[config.mk]
export PLATFORM = sky130hd
export DESIGN_NAME = uri_percent_encoder_flat
export DESIGN_NICKNAME = d
export VERILOG_FILES = /design/src/hdl/upe_pkg.sv /design/src/hdl/upe_stream_if.sv /design/src/hdl/uri_percent_encoder.sv /design/src/hdl/upe_front.sv /design/src/hdl/upe_queue.sv /design/src/hdl/upe_back.sv /design/src/flat_wrapper.sv
export SDC_FILE = /design/constraint.sdc
export NUM_CORES = 1
export LEC_CHECK = 0
export BUFFER_PORTS_ARGS = -buffer_cell sky130_fd_sc_hd__buf_2
export CORE_MARGIN = 4
export CORE_UTILIZATION = 40
export CTS_CLUSTER_SIZE = 24
export DETAILED_ROUTE_END_ITERATION = 8
export HOLD_SLACK_MARGIN = 0.1
export PLACE_DENSITY = 0.56
export SYNTH_ARGS = -nofsm -noshare
export SYNTH_HDL_FRONTEND = slang
export SYNTH_SLANG_ARGS = --single-unit
[constraint.sdc]
create_clock -name clk -period 5.4 [get_ports clk]
set_input_delay 0.54 -clock clk [delete_from_list [all_inputs] [get_ports clk]]
set_output_delay 0.54 -clock clk [all_outputs]
set_load 0.02 [all_outputs]
[src/hdl/upe_pkg.sv]
`timescale 1ns / 1ps
// ----------------------------------------------------------------------------
// Percent encoder package
// Shared types, register indexes, reset values and the hex digit helper.
// ----------------------------------------------------------------------------
package upe_pkg;

  localparam int unsigned CFG_IDX_W  = 2;
  localparam int unsigned CFG_DATA_W = 32;

  localparam logic [CFG_IDX_W-1:0] CFG_WORD0 = 2'd0;
  localparam logic [CFG_IDX_W-1:0] CFG_WORD1 = 2'd1;
  localparam logic [CFG_IDX_W-1:0] CFG_WORD2 = 2'd2;
  localparam logic [CFG_IDX_W-1:0] CFG_WORD3 = 2'd3;

  // Reset loads the URI unescaped set.
  localparam logic [CFG_DATA_W-1:0] WORD0_RST = 32'h0000_0000;
  localparam logic [CFG_DATA_W-1:0] WORD1_RST = 32'hAFFF_FFDA;
  localparam logic [CFG_DATA_W-1:0] WORD2_RST = 32'h87FF_FFFF;
  localparam logic [CFG_DATA_W-1:0] WORD3_RST = 32'h47FF_FFFE;

  localparam logic [7:0] SURROGATE_LEAD = 8'hED;
  localparam logic [7:0] CHAR_PERCENT   = 8'h25;

  typedef enum logic [1:0] {
    KIND_PASS = 2'd0,
    KIND_ESC  = 2'd1,
    KIND_ERR  = 2'd2
  } kind_t;

  typedef enum logic [1:0] {
    BEAT_PCT = 2'd0,
    BEAT_HI  = 2'd1,
    BEAT_LO  = 2'd2
  } beat_t;

  typedef struct packed {
    kind_t      kind;
    logic [7:0] data;
    logic       last;
  } entry_t;

  localparam int unsigned ENTRY_W = $bits(entry_t);

  function automatic logic [7:0] nibble_to_ascii(input logic [3:0] v);
    logic [7:0] w;
    w = {4'b0000, v};
    if (v > 4'd9) begin
      return w + 8'd55;
    end
    return w + 8'd48;
  endfunction

endpackage

[src/hdl/upe_stream_if.sv]
`timescale 1ns / 1ps
// ----------------------------------------------------------------------------
// Percent encoder stream interfaces
// Valid/ready channels for input bytes and encoded result characters.
// ----------------------------------------------------------------------------
interface upe_in_if;
  logic       valid;
  logic       ready;
  logic [7:0] in_byte;
  logic       last_in_string;

  modport source (output valid, output in_byte, output last_in_string, input ready);
  modport sink   (input valid, input in_byte, input last_in_string, output ready);
endinterface

interface upe_out_if;
  logic       valid;
  logic       ready;
  logic [7:0] out_byte;
  logic       last_of_run;
  logic       string_end;
  logic       error_flag;

  modport source (output valid, output out_byte, output last_of_run,
                  output string_end, output error_flag, input ready);
  modport sink   (input valid, input out_byte, input last_of_run,
                  input string_end, input error_flag, output ready);
endinterface

[src/hdl/uri_percent_encoder.sv]
// An accepted request is written into the queue and from there loaded into the output register.
// Throughput: one input byte per cycle while the queue has room; a passed or error byte gives
// one result character, an escaped byte three, all through the single output register.
// A queue of QUEUE_DEPTH requests lets the input keep flowing while escapes are emitted.
// Reset (rst_n, synchronous) empties the queue, clears surrogate tracking and loads the URI set.
`timescale 1ns / 1ps
// ----------------------------------------------------------------------------
// URI percent encoder
// Percent-encodes a UTF-8 byte stream against a loadable 128-bit unescaped set.
// ----------------------------------------------------------------------------
module uri_percent_encoder #(
  parameter int unsigned QUEUE_DEPTH = 4
) (
  input  logic                           clk,
  input  logic                           rst_n,
  input  logic                           cfg_we,
  input  logic [upe_pkg::CFG_IDX_W-1:0]  cfg_idx,
  input  logic [upe_pkg::CFG_DATA_W-1:0] cfg_wdata,
  upe_in_if.sink                         in_ch,
  upe_out_if.source                      out_ch
);
  import upe_pkg::*;

  // The front end classifies each accepted byte as pass-through, escape or
  // error, and keeps the surrogate state: a lead flag and a per-string error latch.
  logic   push;
  logic   q_full;
  entry_t push_entry;

  // The back end drains the queue, emitting three result characters for an escape.
  logic   pop;
  logic   q_valid;
  entry_t head;

  upe_front u_front (
    .clk        (clk),
    .rst_n      (rst_n),
    .cfg_we     (cfg_we),
    .cfg_idx    (cfg_idx),
    .cfg_wdata  (cfg_wdata),
    .in_valid   (in_ch.valid),
    .in_ready   (in_ch.ready),
    .in_byte    (in_ch.in_byte),
    .in_last    (in_ch.last_in_string),
    .push       (push),
    .push_entry (push_entry),
    .q_full     (q_full)
  );

  // Requests wait here so that the input side stalls only once the queue
  // has filled behind a run of escaped bytes.
  upe_queue #(
    .DEPTH (QUEUE_DEPTH)
  ) u_queue (
    .clk        (clk),
    .rst_n      (rst_n),
    .push       (push),
    .push_entry (push_entry),
    .full       (q_full),
    .pop        (pop),
    .q_valid    (q_valid),
    .head       (head)
  );

  // Results leave through a register; a new one loads whenever the current
  // one is taken or the register is empty.
  upe_back u_back (
    .clk             (clk),
    .rst_n           (rst_n),
    .q_valid         (q_valid),
    .head            (head),
    .pop             (pop),
    .out_valid       (out_ch.valid),
    .out_ready       (out_ch.ready),
    .out_byte        (out_ch.out_byte),
    .out_last_of_run (out_ch.last_of_run),
    .out_string_end  (out_ch.string_end),
    .out_error_flag  (out_ch.error_flag)
  );

endmodule

[src/hdl/upe_front.sv]
`timescale 1ns / 1ps
// ----------------------------------------------------------------------------
// Percent encoder front end
// Holds the unescaped set, tracks surrogate state and classifies each byte.
// ----------------------------------------------------------------------------
module upe_front (
  input  logic                           clk,
  input  logic                           rst_n,
  input  logic                           cfg_we,
  input  logic [upe_pkg::CFG_IDX_W-1:0]  cfg_idx,
  input  logic [upe_pkg::CFG_DATA_W-1:0] cfg_wdata,
  input  logic                           in_valid,
  output logic                           in_ready,
  input  logic [7:0]                     in_byte,
  input  logic                           in_last,
  output logic                           push,
  output upe_pkg::entry_t                push_entry,
  input  logic                           q_full
);
  import upe_pkg::*;

  logic [3:0][CFG_DATA_W-1:0] word_r;
  logic after_lead_r, after_lead_nxt;
  logic err_latched_r, err_latched_nxt;
  logic err_now;
  logic unesc;
  logic [CFG_DATA_W-1:0] sel_word;

  always_ff @(posedge clk) begin
    if (!rst_n) begin
      word_r[0] <= WORD0_RST;
      word_r[1] <= WORD1_RST;
      word_r[2] <= WORD2_RST;
      word_r[3] <= WORD3_RST;
    end else if (cfg_we) begin
      unique case (cfg_idx)
        CFG_WORD0: word_r[0] <= cfg_wdata;
        CFG_WORD1: word_r[1] <= cfg_wdata;
        CFG_WORD2: word_r[2] <= cfg_wdata;
        CFG_WORD3: word_r[3] <= cfg_wdata;
        default:   word_r[0] <= word_r[0];
      endcase
    end
  end

  assign in_ready = !q_full;
  assign push     = in_valid && !q_full;

  assign sel_word = word_r[in_byte[6:5]];
  assign unesc    = !in_byte[7] && sel_word[in_byte[4:0]];
  assign err_now  = err_latched_r || (after_lead_r && in_byte[5]);

  always_comb begin
    push_entry.data = in_byte;
    push_entry.last = in_last;
    if (err_now) begin
      push_entry.kind = KIND_ERR;
    end else if (unesc) begin
      push_entry.kind = KIND_PASS;
    end else begin
      push_entry.kind = KIND_ESC;
    end

    after_lead_nxt  = after_lead_r;
    err_latched_nxt = err_latched_r;
    if (push) begin
      if (in_last) begin
        after_lead_nxt  = 1'b0;
        err_latched_nxt = 1'b0;
      end else begin
        err_latched_nxt = err_now;
        after_lead_nxt  = !err_now && !after_lead_r && (in_byte == SURROGATE_LEAD);
      end
    end
  end

  always_ff @(posedge clk) begin
    if (!rst_n) begin
      after_lead_r  <= 1'b0;
      err_latched_r <= 1'b0;
    end else begin
      after_lead_r  <= after_lead_nxt;
      err_latched_r <= err_latched_nxt;
    end
  end

endmodule

[src/hdl/upe_queue.sv]
`timescale 1ns / 1ps
// ----------------------------------------------------------------------------
// Percent encoder request queue
// Small flop-based FIFO of classified requests between front and back end.
// ----------------------------------------------------------------------------
module upe_queue #(
  parameter int unsigned DEPTH = 4
) (
  input  logic            clk,
  input  logic            rst_n,
  input  logic            push,
  input  upe_pkg::entry_t push_entry,
  output logic            full,
  input  logic            pop,
  output logic            q_valid,
  output upe_pkg::entry_t head
);
  import upe_pkg::*;

  localparam int unsigned PTR_W = (DEPTH > 1) ? $clog2(DEPTH) : 1;
  localparam int unsigned CNT_W = $clog2(DEPTH + 1);

  entry_t            mem_r [DEPTH];
  logic [PTR_W-1:0]  wr_ptr_r, wr_ptr_nxt;
  logic [PTR_W-1:0]  rd_ptr_r, rd_ptr_nxt;
  logic [CNT_W-1:0]  count_r, count_nxt;

  assign full    = (count_r == CNT_W'(DEPTH));
  assign q_valid = (count_r != '0);
  assign head    = mem_r[rd_ptr_r];

  always_comb begin
    wr_ptr_nxt = wr_ptr_r;
    rd_ptr_nxt = rd_ptr_r;
    count_nxt  = count_r;
    if (push) begin
      wr_ptr_nxt = (wr_ptr_r == PTR_W'(DEPTH - 1)) ? '0 : wr_ptr_r + 1'b1;
    end
    if (pop) begin
      rd_ptr_nxt = (rd_ptr_r == PTR_W'(DEPTH - 1)) ? '0 : rd_ptr_r + 1'b1;
    end
    if (push && !pop) begin
      count_nxt = count_r + 1'b1;
    end else if (pop && !push) begin
      count_nxt = count_r - 1'b1;
    end
  end

  always_ff @(posedge clk) begin
    if (!rst_n) begin
      wr_ptr_r <= '0;
      rd_ptr_r <= '0;
      count_r  <= '0;
    end else begin
      wr_ptr_r <= wr_ptr_nxt;
      rd_ptr_r <= rd_ptr_nxt;
      count_r  <= count_nxt;
    end
  end

  always_ff @(posedge clk) begin
    if (push) begin
      mem_r[wr_ptr_r] <= push_entry;
    end
  end

endmodule

[src/hdl/upe_back.sv]
`timescale 1ns / 1ps
// ----------------------------------------------------------------------------
// Percent encoder back end
// Expands each request into one or three result characters.
// ----------------------------------------------------------------------------
module upe_back (
  input  logic            clk,
  input  logic            rst_n,
  input  logic            q_valid,
  input  upe_pkg::entry_t head,
  output logic            pop,
  output logic            out_valid,
  input  logic            out_ready,
  output logic [7:0]      out_byte,
  output logic            out_last_of_run,
  output logic            out_string_end,
  output logic            out_error_flag
);
  import upe_pkg::*;

  beat_t      beat_r, beat_nxt;
  logic       valid_r, valid_nxt;
  logic [7:0] byte_r, byte_nxt;
  logic       run_end_r, run_end_nxt;
  logic       str_end_r, str_end_nxt;
  logic       err_r, err_nxt;
  logic       load;
  logic       final_beat;

  assign load = !valid_r || out_ready;

  always_comb begin
    final_beat  = (head.kind != KIND_ESC) || (beat_r == BEAT_LO);
    pop         = load && q_valid && final_beat;
    valid_nxt   = valid_r;
    beat_nxt    = beat_r;
    byte_nxt    = byte_r;
    run_end_nxt = run_end_r;
    str_end_nxt = str_end_r;
    err_nxt     = err_r;
    if (load) begin
      valid_nxt = q_valid;
      if (q_valid) begin
        run_end_nxt = final_beat;
        str_end_nxt = final_beat && head.last;
        err_nxt     = 1'b0;
        case (head.kind)
          KIND_PASS: byte_nxt = head.data;
          KIND_ERR: begin
            byte_nxt = 8'h00;
            err_nxt  = 1'b1;
          end
          default: begin
            case (beat_r)
              BEAT_PCT: byte_nxt = CHAR_PERCENT;
              BEAT_HI:  byte_nxt = nibble_to_ascii(head.data[7:4]);
              default:  byte_nxt = nibble_to_ascii(head.data[3:0]);
            endcase
          end
        endcase
        if (final_beat) begin
          beat_nxt = BEAT_PCT;
        end else if (beat_r == BEAT_PCT) begin
          beat_nxt = BEAT_HI;
        end else begin
          beat_nxt = BEAT_LO;
        end
      end
    end
  end

  always_ff @(posedge clk) begin
    if (!rst_n) begin
      valid_r <= 1'b0;
      beat_r  <= BEAT_PCT;
    end else begin
      valid_r <= valid_nxt;
      beat_r  <= beat_nxt;
    end
  end

  always_ff @(posedge clk) begin
    byte_r    <= byte_nxt;
    run_end_r <= run_end_nxt;
    str_end_r <= str_end_nxt;
    err_r     <= err_nxt;
  end

  assign out_valid       = valid_r;
  assign out_byte        = byte_r;
  assign out_last_of_run = run_end_r;
  assign out_string_end  = str_end_r;
  assign out_error_flag  = err_r;

endmodule

[src/flat_wrapper.sv]
// flat-port wrapper written by rule: the top's interface ports become plain ports
module uri_percent_encoder_flat import upe_pkg::*;
#(
  parameter int unsigned QUEUE_DEPTH = 4
)
  (clk, rst_n, cfg_we, cfg_idx, cfg_wdata, in_ch_valid, in_ch_in_byte, in_ch_last_in_string, in_ch_ready, out_ch_valid, out_ch_out_byte, out_ch_last_of_run, out_ch_string_end, out_ch_error_flag, out_ch_ready);
  upe_in_if in_ch_i ();
  upe_out_if out_ch_i ();
  input  logic clk;
  input  logic rst_n;
  input  logic cfg_we;
  input  logic [upe_pkg::CFG_IDX_W-1:0] cfg_idx;
  input  logic [upe_pkg::CFG_DATA_W-1:0] cfg_wdata;
  input wire logic [$bits(in_ch_i.valid)-1:0] in_ch_valid;
  input wire logic [$bits(in_ch_i.in_byte)-1:0] in_ch_in_byte;
  input wire logic [$bits(in_ch_i.last_in_string)-1:0] in_ch_last_in_string;
  output wire logic [$bits(in_ch_i.ready)-1:0] in_ch_ready;
  output wire logic [$bits(out_ch_i.valid)-1:0] out_ch_valid;
  output wire logic [$bits(out_ch_i.out_byte)-1:0] out_ch_out_byte;
  output wire logic [$bits(out_ch_i.last_of_run)-1:0] out_ch_last_of_run;
  output wire logic [$bits(out_ch_i.string_end)-1:0] out_ch_string_end;
  output wire logic [$bits(out_ch_i.error_flag)-1:0] out_ch_error_flag;
  input wire logic [$bits(out_ch_i.ready)-1:0] out_ch_ready;
  assign in_ch_i.valid = in_ch_valid;
  assign in_ch_i.in_byte = in_ch_in_byte;
  assign in_ch_i.last_in_string = in_ch_last_in_string;
  assign in_ch_ready = in_ch_i.ready;
  assign out_ch_valid = out_ch_i.valid;
  assign out_ch_out_byte = out_ch_i.out_byte;
  assign out_ch_last_of_run = out_ch_i.last_of_run;
  assign out_ch_string_end = out_ch_i.string_end;
  assign out_ch_error_flag = out_ch_i.error_flag;
  assign out_ch_i.ready = out_ch_ready;
  uri_percent_encoder #(.QUEUE_DEPTH(QUEUE_DEPTH)) u_core (.clk(clk), .rst_n(rst_n), .cfg_we(cfg_we), .cfg_idx(cfg_idx), .cfg_wdata(cfg_wdata), .in_ch(in_ch_i), .out_ch(out_ch_i));
endmodule
==> flow_summary_export.csv <==
group,metric,value,unit
outcome,status,"complete, no violations",
yosys,ys_warn_count,0,
yosys,ys_seq_area_share,51.83,%
yosys,synth_top_family_by_area,"simple AND/OR/NAND/NOR gates",
routing,vias,6347,
clock_network,cts_root_buf,"clkbuf_16",
sta,max_freq,0.3156,GHz
clock_network,cts_made_buffers,17,
yosys,synth_top_cell_by_area,"dfxtp_1",
yosys,synthTopCellsByArea,"dfxtp_1, edfxtp_1, nand2_1",
final_layout,area_growth,11.21,%
yosys,syn_area_per_cell,9.689,µm²
critical_path,required,5750,ps
critical_path,cp_max_fo,11,
floorplan,die_x,155.2,µm
sta,grt_setup_unrepaired,"false",
clock_network,cts_setup_buffers,0,
floorplan,die_h,155.2,µm
placement,hpwl,13060,µm
clock_network,clkTransAtPathRegs,70,ps
power,max-vdd-ir-drop,236.8,µV
routing,drc_errors,0,
critical_path,cp_cell_sequence,"mux4_1 > nor2b_4 > o21ai_4 > nand2_4 > ha_1 > inv_1 > fa_1 > xor2_1 > or3_1 > a21boi_0",
routing,wirelength,21120,µm
yosys,synth_top_area_share,32.78,%
critical_path,critPathTopFamily,"flip-flops",
yosys,synth_adder_area_share,1.674,%
yosys,synth-simple-area-share,21.93,%
floorplan,die_area,24100,µm²
clock_network,hold_buffers,0,
sta,slew_viol_final,0,
placement,place_congestion,0.7963,
sta,hold_viol_final,0,
power,finalPower,0.003764,W
yosys,synthMuxAreaShare,10.58,%
placement,place_ws,2181,ps
power,swShare,29.66,%
sta,final.min_clock_period,3169,ps
flow_run,maxCapViolations,0,
floorplan,rows,53,
critical_path,endpoint_kind,"flop",
final_layout,multi_input_area,3854,µm²
floorplan,start_util,40.99,%
sta,layout_setup_ws,2231,ps
global_routing,grt_max_degree,73,
power,leakage,3.851,nW
floorplan,io_pins,61,
critical_path,crit_buf_inv,1,
sta,finalSetupTns,0,ps
sta,setup-violations-final,0,
power,p_clk_share,31.6,%
yosys,dominantRegCellSynth,"dfxtp_1",
yosys,synth_area,8672,µm²
critical_path,start_kind,"flop",
final_layout,final_util,45.59,%
sta,max_slew_margin,33.69,%
floorplan,coreArea,21150,µm²
power,power_switching,0.001116,W
global_routing,grt_usage,18.05,%
final_layout,fillers,2039,
critical_path,cpMaxStageDelayCell,"dfxtp_1",
sta,period_share,58.68,%
clock_network,clock-sinks,197,
routing,via_per_inst,5.245,
yosys,ys_ff_latch,197,
final_layout,drive_above_1_share,14.87,%
critical_path,crit_type,"reg2reg",
final_layout,seq_area,4494,µm²
yosys,synth_edf_count,55,
yosys,syn_nets,954,
clock_network,ctsResizeCount,0,
yosys,ys_types,59,
critical_path,slowest_delay,770,ps
sta,final.setup_skew,9.876,ps
power,p_int,0.002648,W
global_routing,overflow,0,
yosys,synth_compound_area_share,9.840,%
routing,drtAntennaViolNets,0,
routing,firstDrtPassIters,5,
clock_network,insertion_delay,430,ps
power,comb_power_share,21.3,%
routing,wl_per_cell,17.46,µm
routing,drt_iter0_drc,361,
yosys,synthXorXnorAreaFrac,0.3030,%
hold_path,min_path_type,"in2reg",
clock_network,htreeDepth,4,
yosys,synthArstFlopShare,0,%
placement,port-buffer-count,60,
power,seqPwrFrac,47.1,%
final_layout,diodes,0,
global_routing,grt_pass1_vias,6273,
sta,worst_pin_slew,994.7,ps
clock_network,cts_tree,"done",
global_routing,antenna_found_initial,0,
global_routing,grt_pass1_wl,34260,µm
critical_path,critPathArrivalTime,3520,ps
clock_network,clockBufferDepth,2,
yosys,synthCells,895,
power,p_per_area,390.3,nW/µm²
final_layout,nets,981,
worst reg2reg max path: stages (launching register included):
cell	delay, ps
dfxtp_1	770
mux4_1	740
nor2b_4	190
o21ai_4	90
nand2_4	90
ha_1	190
inv_1	60
fa_1	370
xor2_1	160
or3_1	300
a21boi_0	150
power by group through the flow:
stage | Sequential [W] | Combinational [W] | Clock (W)
4_1_cts | 0.00178 | 0.000814 | 0.00122
6_report | 0.00177 | 0.000802 | 0.00119
3_3_place_gp | 0.00181 | 0.000805 | 0
5_1_grt | 0.00180 | 0.000891 | 0.00129
2_1_floorplan | 0.00183 | 0.000570 | 0
3_5_place_dp | 0.00181 | 0.000810 | 0
cell usage after synthesis (7+ instances only):
cell type	count
nor2b_1	11
o21ai_0	9
nor2_1	11
edfxtp_1	55
nand3_1	91
ha_1	10
nand2_1	284
mux2i_1	26
mux4_2	25
inv_1	15
nor3_1	9
o22ai_1	11
clkbuf_1	47
dfxtp_1	142
nand2b_1	7
a21boi_0	54
placed cells by master, fill, tap and decap left out, types with 2 or more instances in the layout:
cell type and n:
mux2_2 6, nand2b_1 7, clkbuf_1 3, o21ai_1 2
nor3_1 9, o22ai_1 11, nand2_1 284, ha_1 10
a21oi_1 6, clkinv_2 4, inv_1 15, nor2b_1 11
nand3_1 91, a311o_1 2, or3_1 3, buf_2 58
or2_2 4, o311ai_0 3, a21boi_0 54, o21ai_0 9
nor2_1 9, buf_4 8, xnor2_1 2, dfxtp_1 142
a211oi_1 3, edfxtp_1 55, a22o_1 4, a2111oi_0 3
and3_1 5, o221ai_1 4, and2_1 3, inv_6 3
mux4_2 25, clkinvlp_4 2, mux2i_1 26, clkbuf_16 18
nor2_2 2
metal layers:
| metal | vias to the layer above | track usage [%] | part of all wire [%] |
|---|---|---|---|
| met5 | - | 0 | 0 |
| met4 | 0 | 4.877 | 1.1 |
| met3 | 20 | 3.338 | 4.3 |
| met2 | 116 | 29.53 | 48 |
| met1 | 3046 | 24.80 | 47 |
| li1 | 3165 | - | - |
registers in the layout (all words and copies together), names as in the netlist, named ones only:
register / cells
u_core.u_front.word_r: 128
u_core.u_queue.mem_r: 44
u_core.u_back.out_byte: 8
u_core.u_queue.count_r: 3
u_core.u_back.beat_r: 2
u_core.u_queue.rd_ptr_r: 2
u_core.u_queue.wr_ptr_r: 2
u_core.u_back.out_error_flag: 1
u_core.u_back.out_last_of_run: 1
u_core.u_back.out_string_end: 1
u_core.u_back.out_valid: 1
u_core.u_front.after_lead_r: 1
u_core.u_front.err_latched_r: 1
area by class of cell:
| class | count | share of cell area [%] |
|---|---|---|
| flip-flops and latches | 197 | 46.60 |
| multi-input cells | 625 | 39.96 |
| clock buffers | 22 | 4.930 |
| repair buffers | 66 | 3.633 |
| well taps | 275 | 3.568 |
| clock inverters | 10 | 0.7265 |
| inverters | 15 | 0.5838 |
path summary, 6_finish.rpt:
kind | from | endpoint | slack [ps] | depth (start not counted)
min | cfg_wdata[26] | u_core.u_front.word_r[90]$_SDFFE_PN1P_ | 360 | 3
max reg2reg | flop | u_core.u_queue.count_r[2]$_SDFFE_PN0P_ | 2230 | 10
min reg2reg | u_core.u_front.word_r[0]$_SDFFE_PN0P_ | u_core.u_front.word_r[0]$_SDFFE_PN0P_ | 460 | 2
max | flop | u_core.u_queue.count_r[2]$_SDFFE_PN0P_ | 2230 | 10
logic make-up (layout without fill, tap and decap cells):
logic type	Yosys count	after routing
multiplexers	58	58
adder cells (fa/ha/maj)	11	11
XOR/XNOR	3	3
buffers and inverters	73	113
AO/OA/AOI/OAI	115	115
AND/OR/NAND/NOR	438	438
flip-flops	197	197
metrics by stage:
stage	std cells	cell area [µm²]	hold WS, ps
floorplan	895	8672	434.9
global placement	1178	9099	445.6
detailed placement	1178	9099	452.6
CTS	1210	9644	343.4
global route	1210	9644	346.4
finish	1210	9644	362.2
Power figures use the tool's default switching activity.
